===== src/hdl/cal_pkg.sv =====
package cal_pkg;

  localparam int CMD_W   = 2;
  localparam int DATA_W  = 32;
  localparam int COUNT_W = 7;

  typedef enum logic [CMD_W-1:0] {
    CMD_INSERT = 2'd0,
    CMD_REMOVE = 2'd1,
    CMD_FIRST  = 2'd2,
    CMD_NEXT   = 2'd3
  } cmd_t;

  typedef enum logic [1:0] {
    ST_OK    = 2'd0,
    ST_FULL  = 2'd1,
    ST_EMPTY = 2'd2,
    ST_PAST  = 2'd3
  } status_t;

endpackage


===== src/hdl/cal_if.sv =====
interface cal_req_if;
  logic                            valid;
  logic                            ready;
  cal_pkg::cmd_t                   cmd;
  logic signed [cal_pkg::DATA_W-1:0] value;

  modport source (output valid, output cmd, output value, input ready);
  modport sink   (input valid, input cmd, input value, output ready);
endinterface

interface cal_rsp_if;
  logic                               valid;
  logic                               ready;
  cal_pkg::status_t                   status;
  logic signed [cal_pkg::DATA_W-1:0]  read_value;
  logic [cal_pkg::COUNT_W-1:0]        count;
  logic [cal_pkg::COUNT_W-1:0]        removed_count;

  modport source (output valid, output status, output read_value, output count,
                  output removed_count, input ready);
  modport sink   (input valid, input status, input read_value, input count,
                  input removed_count, output ready);
endinterface


===== src/hdl/cal_ram.sv =====
module cal_ram #(
  parameter int DEPTH = 64,
  parameter int AW    = 6,
  parameter int DW    = 32
) (
  input  logic          clk,
  input  logic          we,
  input  logic [AW-1:0] waddr,
  input  logic [DW-1:0] wdata,
  input  logic          re,
  input  logic [AW-1:0] raddr,
  output logic [DW-1:0] rdata
);

  logic [DW-1:0] mem [DEPTH];

  always_ff @(posedge clk) begin
    if (we) begin
      mem[waddr] <= wdata;
    end
  end

  // Read data holds its value until the next read is issued.
  always_ff @(posedge clk) begin
    if (re) begin
      rdata <= mem[raddr];
    end
  end

endmodule


===== src/hdl/compacting_array_list_top.sv =====
// Ordered list of signed 32-bit values held in a single-port-write, registered-read RAM of
// DEPTH entries. Insert, first and next go from acceptance to the final state and load
// their result into the output register there once it is free. Remove scans the stored
// entries through the RAM, one entry per cycle, and writes the survivors back in place.
// It loads its result from the final state after any scan, once the output is free. One
// item is worked on at a time; a new item is accepted the cycle after the previous result
// enters the output register, even while that result waits to be taken.
// The count fields report the entry count modulo 128.
module compacting_array_list_top #(
  parameter int DEPTH = 64
) (
  input  logic           clk,
  input  logic           rst,
  cal_req_if.sink        req,
  cal_rsp_if.source      rsp
);
  import cal_pkg::*;

  localparam int AW = (DEPTH > 1) ? $clog2(DEPTH) : 1;
  localparam int CW = $clog2(DEPTH + 1);
  localparam logic [CW-1:0] DEPTH_C = CW'(DEPTH);

  typedef enum logic [1:0] {S_IDLE, S_SCAN, S_FIN} state_t;

  state_t              state;
  cmd_t                cmd_r;
  logic [DATA_W-1:0]   val_r;
  logic [CW-1:0]       fill;
  logic [CW-1:0]       cursor;
  logic [CW-1:0]       scan_rd;
  logic [CW-1:0]       wr;
  logic                pend;

  logic                ovalid;
  status_t             ostatus;
  logic [DATA_W-1:0]   ovalue;
  logic [COUNT_W-1:0]  ocount;
  logic [COUNT_W-1:0]  oremoved;

  logic                ram_we;
  logic [AW-1:0]       ram_waddr;
  logic [DATA_W-1:0]   ram_wdata;
  logic                ram_re;
  logic [AW-1:0]       ram_raddr;
  logic [DATA_W-1:0]   ram_rdata;

  logic                accept;
  logic                out_free;
  logic                issue;
  logic                keep;
  logic [CW:0]         cursor_inc;

  status_t             fin_status;
  logic [DATA_W-1:0]   fin_value;
  logic [CW-1:0]       fin_fill;
  logic [CW-1:0]       fin_cursor;
  logic [CW-1:0]       fin_removed;
  logic                fin_we;
  logic [CW+COUNT_W-1:0] fill_ext;
  logic [CW+COUNT_W-1:0] removed_ext;

  cal_ram #(.DEPTH(DEPTH), .AW(AW), .DW(DATA_W)) u_ram (
    .clk   (clk),
    .we    (ram_we),
    .waddr (ram_waddr),
    .wdata (ram_wdata),
    .re    (ram_re),
    .raddr (ram_raddr),
    .rdata (ram_rdata)
  );

  assign req.ready  = (state == S_IDLE);
  assign accept     = req.valid && req.ready;
  assign out_free   = !ovalid || rsp.ready;
  assign cursor_inc = {1'b0, cursor} + {{CW{1'b0}}, 1'b1};
  assign issue      = (state == S_SCAN) && (scan_rd < fill);
  assign keep       = (state == S_SCAN) && pend && (ram_rdata != val_r);

  always_comb begin
    fin_status  = ST_OK;
    fin_value   = '0;
    fin_fill    = fill;
    fin_cursor  = cursor;
    fin_removed = '0;
    fin_we      = 1'b0;
    case (cmd_r)
      CMD_INSERT: begin
        if (fill >= DEPTH_C) begin
          fin_status = ST_FULL;
        end else begin
          fin_we   = 1'b1;
          fin_fill = fill + 1'b1;
        end
      end
      CMD_REMOVE: begin
        if (fill == '0) begin
          fin_status = ST_EMPTY;
        end else begin
          fin_fill    = wr;
          fin_removed = fill - wr;
        end
      end
      CMD_FIRST: begin
        if (fill == '0) begin
          fin_status = ST_EMPTY;
        end else begin
          fin_cursor = '0;
          fin_value  = ram_rdata;
        end
      end
      CMD_NEXT: begin
        if (fill == '0) begin
          fin_status = ST_EMPTY;
          fin_cursor = '0;
        end else if (cursor_inc < {1'b0, fill}) begin
          fin_cursor = cursor_inc[CW-1:0];
          fin_value  = ram_rdata;
        end else begin
          fin_status = ST_PAST;
          fin_cursor = fill;
        end
      end
      default: begin
        fin_status = ST_OK;
      end
    endcase
    fill_ext    = {{COUNT_W{1'b0}}, fin_fill};
    removed_ext = {{COUNT_W{1'b0}}, fin_removed};
  end

  // RAM ports: the accept cycle reads for first and next, the scan reads ahead of the
  // compacting write, and the final step writes an appended value.
  always_comb begin
    ram_re    = 1'b0;
    ram_raddr = '0;
    ram_we    = 1'b0;
    ram_waddr = '0;
    ram_wdata = val_r;
    if (accept && (req.cmd == CMD_FIRST)) begin
      ram_re = 1'b1;
    end else if (accept && (req.cmd == CMD_NEXT)) begin
      ram_re    = 1'b1;
      ram_raddr = cursor_inc[AW-1:0];
    end else if (issue) begin
      ram_re    = 1'b1;
      ram_raddr = scan_rd[AW-1:0];
    end
    if (keep) begin
      ram_we    = 1'b1;
      ram_waddr = wr[AW-1:0];
      ram_wdata = ram_rdata;
    end else if ((state == S_FIN) && out_free && fin_we) begin
      ram_we    = 1'b1;
      ram_waddr = fill[AW-1:0];
    end
  end

  always_ff @(posedge clk) begin
    if (rst) begin
      state   <= S_IDLE;
      fill    <= '0;
      cursor  <= '0;
      ovalid  <= 1'b0;
      pend    <= 1'b0;
      scan_rd <= '0;
      wr      <= '0;
    end else begin
      if (rsp.ready) begin
        ovalid <= 1'b0;
      end
      case (state)
        S_IDLE: begin
          if (accept) begin
            cmd_r   <= req.cmd;
            val_r   <= req.value;
            scan_rd <= '0;
            wr      <= '0;
            pend    <= 1'b0;
            if ((req.cmd == CMD_REMOVE) && (fill != '0)) begin
              state <= S_SCAN;
            end else begin
              state <= S_FIN;
            end
          end
        end
        S_SCAN: begin
          pend <= issue;
          if (issue) begin
            scan_rd <= scan_rd + 1'b1;
          end
          if (keep) begin
            wr <= wr + 1'b1;
          end
          if (!issue && !pend) begin
            state <= S_FIN;
          end
        end
        S_FIN: begin
          if (out_free) begin
            fill     <= fin_fill;
            cursor   <= fin_cursor;
            ovalid   <= 1'b1;
            ostatus  <= fin_status;
            ovalue   <= fin_value;
            ocount   <= fill_ext[COUNT_W-1:0];
            oremoved <= removed_ext[COUNT_W-1:0];
            state    <= S_IDLE;
          end
        end
        default: begin
          state <= S_IDLE;
        end
      endcase
    end
  end

  assign rsp.valid         = ovalid;
  assign rsp.status        = ostatus;
  assign rsp.read_value    = ovalue;
  assign rsp.count         = ocount;
  assign rsp.removed_count = oremoved;

`ifndef SYNTHESIS
  // The compacting write never overtakes the scan read.
  a_wr_behind_rd: assert property (@(posedge clk) disable iff (rst)
    (state == S_SCAN) |-> (wr <= scan_rd))
    else $error("compaction write pointer passed the scan pointer");

  a_accept_busy: assert property (@(posedge clk) disable iff (rst)
    accept |=> (state != S_IDLE))
    else $error("block stayed idle after accepting an item");

  a_remove_shrinks: assert property (@(posedge clk) disable iff (rst)
    (state == S_FIN) && out_free && (cmd_r == CMD_REMOVE) |=> (fill <= $past(fill)))
    else $error("remove grew the list");

  a_insert_grows: assert property (@(posedge clk) disable iff (rst)
    (state == S_FIN) && out_free && (cmd_r == CMD_INSERT) && (fill < DEPTH_C)
    |=> (fill == $past(fill) + 1'b1))
    else $error("insert did not add exactly one entry");

  a_fill_bound: assert property (@(posedge clk) disable iff (rst)
    (state == S_FIN) |-> (fill <= DEPTH_C) && (wr <= fill))
    else $error("fill count or compaction pointer out of range");
`endif

endmodule

===== src/flat_wrapper.sv =====
// flat-port wrapper written by rule: the top's interface ports become plain ports
module compacting_array_list_top_flat import cal_pkg::*;
#(
  parameter int DEPTH = 64
)
  (clk, rst, req_valid, req_cmd, req_value, req_ready, rsp_valid, rsp_status, rsp_read_value, rsp_count, rsp_removed_count, rsp_ready);
  cal_req_if req_i ();
  cal_rsp_if rsp_i ();
  input  logic clk;
  input  logic rst;
  input wire logic [$bits(req_i.valid)-1:0] req_valid;
  input wire logic [$bits(req_i.cmd)-1:0] req_cmd;
  input wire logic [$bits(req_i.value)-1:0] req_value;
  output wire logic [$bits(req_i.ready)-1:0] req_ready;
  output wire logic [$bits(rsp_i.valid)-1:0] rsp_valid;
  output wire logic [$bits(rsp_i.status)-1:0] rsp_status;
  output wire logic [$bits(rsp_i.read_value)-1:0] rsp_read_value;
  output wire logic [$bits(rsp_i.count)-1:0] rsp_count;
  output wire logic [$bits(rsp_i.removed_count)-1:0] rsp_removed_count;
  input wire logic [$bits(rsp_i.ready)-1:0] rsp_ready;
  assign req_i.valid = req_valid;
  assign req_i.cmd = req_cmd;
  assign req_i.value = req_value;
  assign req_ready = req_i.ready;
  assign rsp_valid = rsp_i.valid;
  assign rsp_status = rsp_i.status;
  assign rsp_read_value = rsp_i.read_value;
  assign rsp_count = rsp_i.count;
  assign rsp_removed_count = rsp_i.removed_count;
  assign rsp_i.ready = rsp_ready;
  compacting_array_list_top #(.DEPTH(DEPTH)) u_core (.clk(clk), .rst(rst), .req(req_i), .rsp(rsp_i));
endmodule

===== config.mk =====
export PLATFORM = sky130hd
export DESIGN_NAME = compacting_array_list_top_flat
export DESIGN_NICKNAME = d
export VERILOG_FILES = /design/src/hdl/cal_pkg.sv /design/src/hdl/cal_if.sv /design/src/hdl/cal_ram.sv /design/src/hdl/compacting_array_list_top.sv /design/src/flat_wrapper.sv
export SDC_FILE = /design/constraint.sdc
export NUM_CORES = 2
export LEC_CHECK = 0
export ABC_CLOCK_PERIOD_IN_PS = 5700
export BUFFER_PORTS_ARGS = -buffer_cell sky130_fd_sc_hd__buf_2
export CORE_MARGIN = 3
export CORE_UTILIZATION = 55
export DETAILED_ROUTE_END_ITERATION = 16
export PLACE_DENSITY_LB_ADDON = 0.2
export SLEW_MARGIN = 20
export SYNTH_ARGS = -nofsm -noshare
export SYNTH_HDL_FRONTEND = slang
export SYNTH_SLANG_ARGS = --single-unit

===== constraint.sdc =====
create_clock -name clk -period 5.7 [get_ports clk]
set_input_delay 0 -clock clk [delete_from_list [all_inputs] [get_ports clk]]
set_output_delay 0 -clock clk [all_outputs]
set_load 0.03 [all_outputs]

==> metrics.csv <==
stage,metric,value,unit
outcome,status,"complete, no violations",
synth,Syn Area/Cell,14.20,sq um
clock_network,CTS sink count,2194,
detailed_routing,router iterations before antenna repair,9,
power,post-layout total power,32.75,mW
sta,worst hold margin,0.04160,ns
sta,count of final hold-check violations,0,
clock_network,Max Root-Sink Buffers,3,
global_route,vias in the first global route,54200,
power,Worst VDD drop,357.2,uV
synth,Synth top area share,73.92,%
global_route,GRT overflow,0,
sta,Final Cycle Share,92.44,%
critical_path,Reg2Reg Setup Slack,0.43,ns
power,pwr dens,326.4,nW/um^2
synth,simple-gate share of the synthesized area,10.85,%
global_route,Most Crowded Layer GR,met2,
detailed_routing,Detailed Route WL,287.8,mm
run,max cap viols,0,
global_route,gr usage total,34.67,%
die,Initial Util,55.39,%
synth,Mapped Area,87830,sq um
synth,number of synthesized flops with an enable pin,2162,
clock_network,Skew-Pair Late Insertion Delay,0.87,ns
sta,Worst Clk Skew,0.03554,ns
detailed_routing,total number of vias,58290,
critical_path,worst endpoint data arrival time,5.86,ns
finish,final core occ,63.28,%
critical_path,Crit Path Class,flip-flop to flip-flop,
clock_network,setup bufs post-CTS,0,
synth,synthesized instance count,6187,
global_route,met3 usage,9.506,%
die,Die Span Y,405.6,um
critical_path,worst-path fanout max,81,
synth,register bit total from synthesis,2194,
detailed_routing,Vias/cell,6.676,
detailed_routing,drt wl/cell,32.96,um
clock_network,CTS resizes,0,
finish,fin area,100300,sq um
global_route,largest net degree at the start of global routing,124,
die,Die Width,405.6,um
placement,DP HPWL,169.6,mm
clock_network,CTS Buf Count,214,
synth,syn nets,6253,
global_route,first-pass GRT wire length,403.8,mm
sta,setup_tns,0,ns
synth,"Primary FF master, synth",edfxtp_1,
sta,setup violators final,0,
synth,Yosys top cell by area,edfxtp_1,
synth,sequential-to-total area share from yosys stat,74.65,%
synth,ys async rst share,0,%
finish,Nets,6536,
detailed_routing,Residual DRC,0,
synth,YS warnings,0,
detailed_routing,"antenna viol nets, final",0,
finish,layout cells sized above 1,13.05,%
placement,cell area after placement,92720,sq um
global_route,M2 GR Usage,50.80,%
critical_path,Worst setup EP type,flip-flop,
finish,Area Overhead vs Synth,14.24,%
clock_network,CTS Root Cell,clkbuf_16,
critical_path,critical path required time,6.29,ns
sta,RSZ-0062 raised after global routing,no,
sta,Slew @ Worst Pin,1.278,ns
detailed_routing,Initial DRC Count,9266,
global_route,initial antenna violation count,16,
placement,IO Port Bufs,87,
sta,Tmin final,5.269,ns
critical_path,Setup crit start kind,flip-flop,
hold_path,Hold Crit Class,input pin to flip-flop,
die,Die ar.,164500,sq um
global_route,M1 GR Usage,47.50,%
clock_network,CTS H-tree lvls,4,
sta,FMAX,189.8,MHz
synth,multiplexer share of the synthesized area,2.557,%
sta,count of pins over their slew limit,0,
clock_network,clk slew on worst S/H paths,0.06,ns
clock_network,count of hold-fix buffers inserted at cts,71,
synth,"top cells by area, synth","edfxtp_1 (74%), nand2_1 (5.6%), a211oi_1 (2.4%)",
clock_network,CTS tree,done,
sta,Slew HR,14.47,%
synth,most common library cells after synthesis,"edfxtp_1 (2162), nand2_1 (1299), nand3_1 (359), a211oi_1 (275), and3_1 (252)",
synth,Synth Area in Compound Gates,8.762,%
die,row count,146,
synth,cell with the most instances after synthesis,edfxtp_1,
power,P_leak,34.38,nW
synth,Post-Synth XOR/XNOR Area,0.5385,%
placement,Placer Congestion,0.9757,
die,core area,158600,sq um
synth,post-synthesis adder-cell area fraction,0.4074,%
synth,Synth cell types,78,
die,I/O Pins,88,
synth,largest family of logic cells by synthesized area,simple AND/OR/NAND/NOR gates,
## worst max-delay path, stage by stage (launching register included)
cell      delay, ns
dfxtp_1        0.54
inv_1          0.21
ha_1           0.35
nand2_1        0.10
nor2_1         0.26
a21boi_0       0.27
nor2_4         0.64
buf_4          0.33
buf_12         0.33
nand2_1        0.11
a31oi_1        0.28
o22ai_1        0.13
o21ai_0        0.71
o22a_1         0.56
## final timing paths
path / start / to / depth (start not counted)
setup reg to reg: u_core.fill[5] / u_core.u_ram.rdata[12] / 13
hold reg to reg: u_core.pend / u_core.pend / 2
setup / recovery: u_core.fill[5] / u_core.u_ram.rdata[12] / 13
hold / removal: req_cmd[0] / u_core.cmd_r[0] / 2
## logic make-up (layout without fill, tap and decap cells)
| logic type | count (synthesis) | count (layout) |
|---|---|---|
| buf+inv | 449 | 911 |
| fa+ha+maj | 28 | 28 |
| flops | 2194 | 2194 |
| xor+xnor | 54 | 54 |
| compound gates | 1080 | 1080 |
| simple gates | 2162 | 2162 |
| other cells | 0 | 11 |
| mux | 220 | 220 |
## per-stage QoR
stage / cells / setup WS (ns)
after floorplan: 6187 / 1.840
after global placement: 8252 / 0.3046
after detailed placement: 8254 / 0.7744
after CTS: 8720 / 0.7519
after global routing: 8722 / 0.4652
final: 8732 / 0.4309
## cells in the final DEF, fill, tap and decap left out, types with 12 or more instances in the layout
cell           netlist  routed
a21oi_1            118     113
dfxtp_1             32      32
a32o_1              12      12
a221oi_1            38      38
inv_1               24      24
mux2_2              35      23
bufinv_16            0      19
edfxtp_1          2162    2162
mux2i_1            185     185
dlygate4sd3_1        0      71
nand3_1            359     359
buf_12               0      44
buf_2              138      87
clkbuf_16            0     216
mux2_4               0      12
xnor2_1             14      14
a211oi_1           275     275
buf_4                6     290
ha_1                27      27
and3_1             252     252
nor3_1              21      20
o221ai_1            14      14
clkinv_2             0      44
clkinv_1             0      59
o21ai_0             69      64
and2_1              39      38
a31oi_1            236     236
clkbuf_1           216      37
nor2_4               0      71
a311oi_1            13      13
a32oi_1            114     114
xor2_1              40      40
o22ai_1             45      44
o22a_1              16      15
nand2_1           1299    1293
o211ai_1            13      13
nor2_1             130      56
## area by class of cell
cell class	instances	area, sq um
timing repair buffer	492	4204
sequential	2194	65560
clock inverter	141	1281
clock buffer	254	5558
multi-input combinational	3544	21020
antenna	11	27.53
fill	11400	58230
inverter	24	90.09
tap	2072	2592
## routing by layer
metal / routed length, um / share of wire [%]
met4: 18000 / 6.3
met3: 38160 / 13
met1: 105800 / 37
met5: 39 / 0.014
met2: 125800 / 44
## where the power goes
group	internal [mW]	total (mW)	leakage (nW)	switching (mW)
Clock	7.81	13.9	3.36	6.09
Sequential	17.7	17.8	19.7	0.0541
Combinational	0.301	1.08	11.3	0.776
## flip-flops by register name, indices dropped and copies added, names as in the netlist
register                  cells
u_core.cursor                 7
u_core.rsp.removed_count      7
u_core.u_ram.rdata           32
u_core.wr                     7
u_core.rsp.read_value        32
u_core.rsp.count              7
u_core.rsp.status             2
u_core.rsp.valid              1
u_core.state                  2
u_core.cmd_r                  2
u_core.val_r                 32
u_core.fill                   7
u_core.pend                   1
u_core.u_ram.mem           2048
u_core.scan_rd                7
Power figures use the tool's default switching activity.
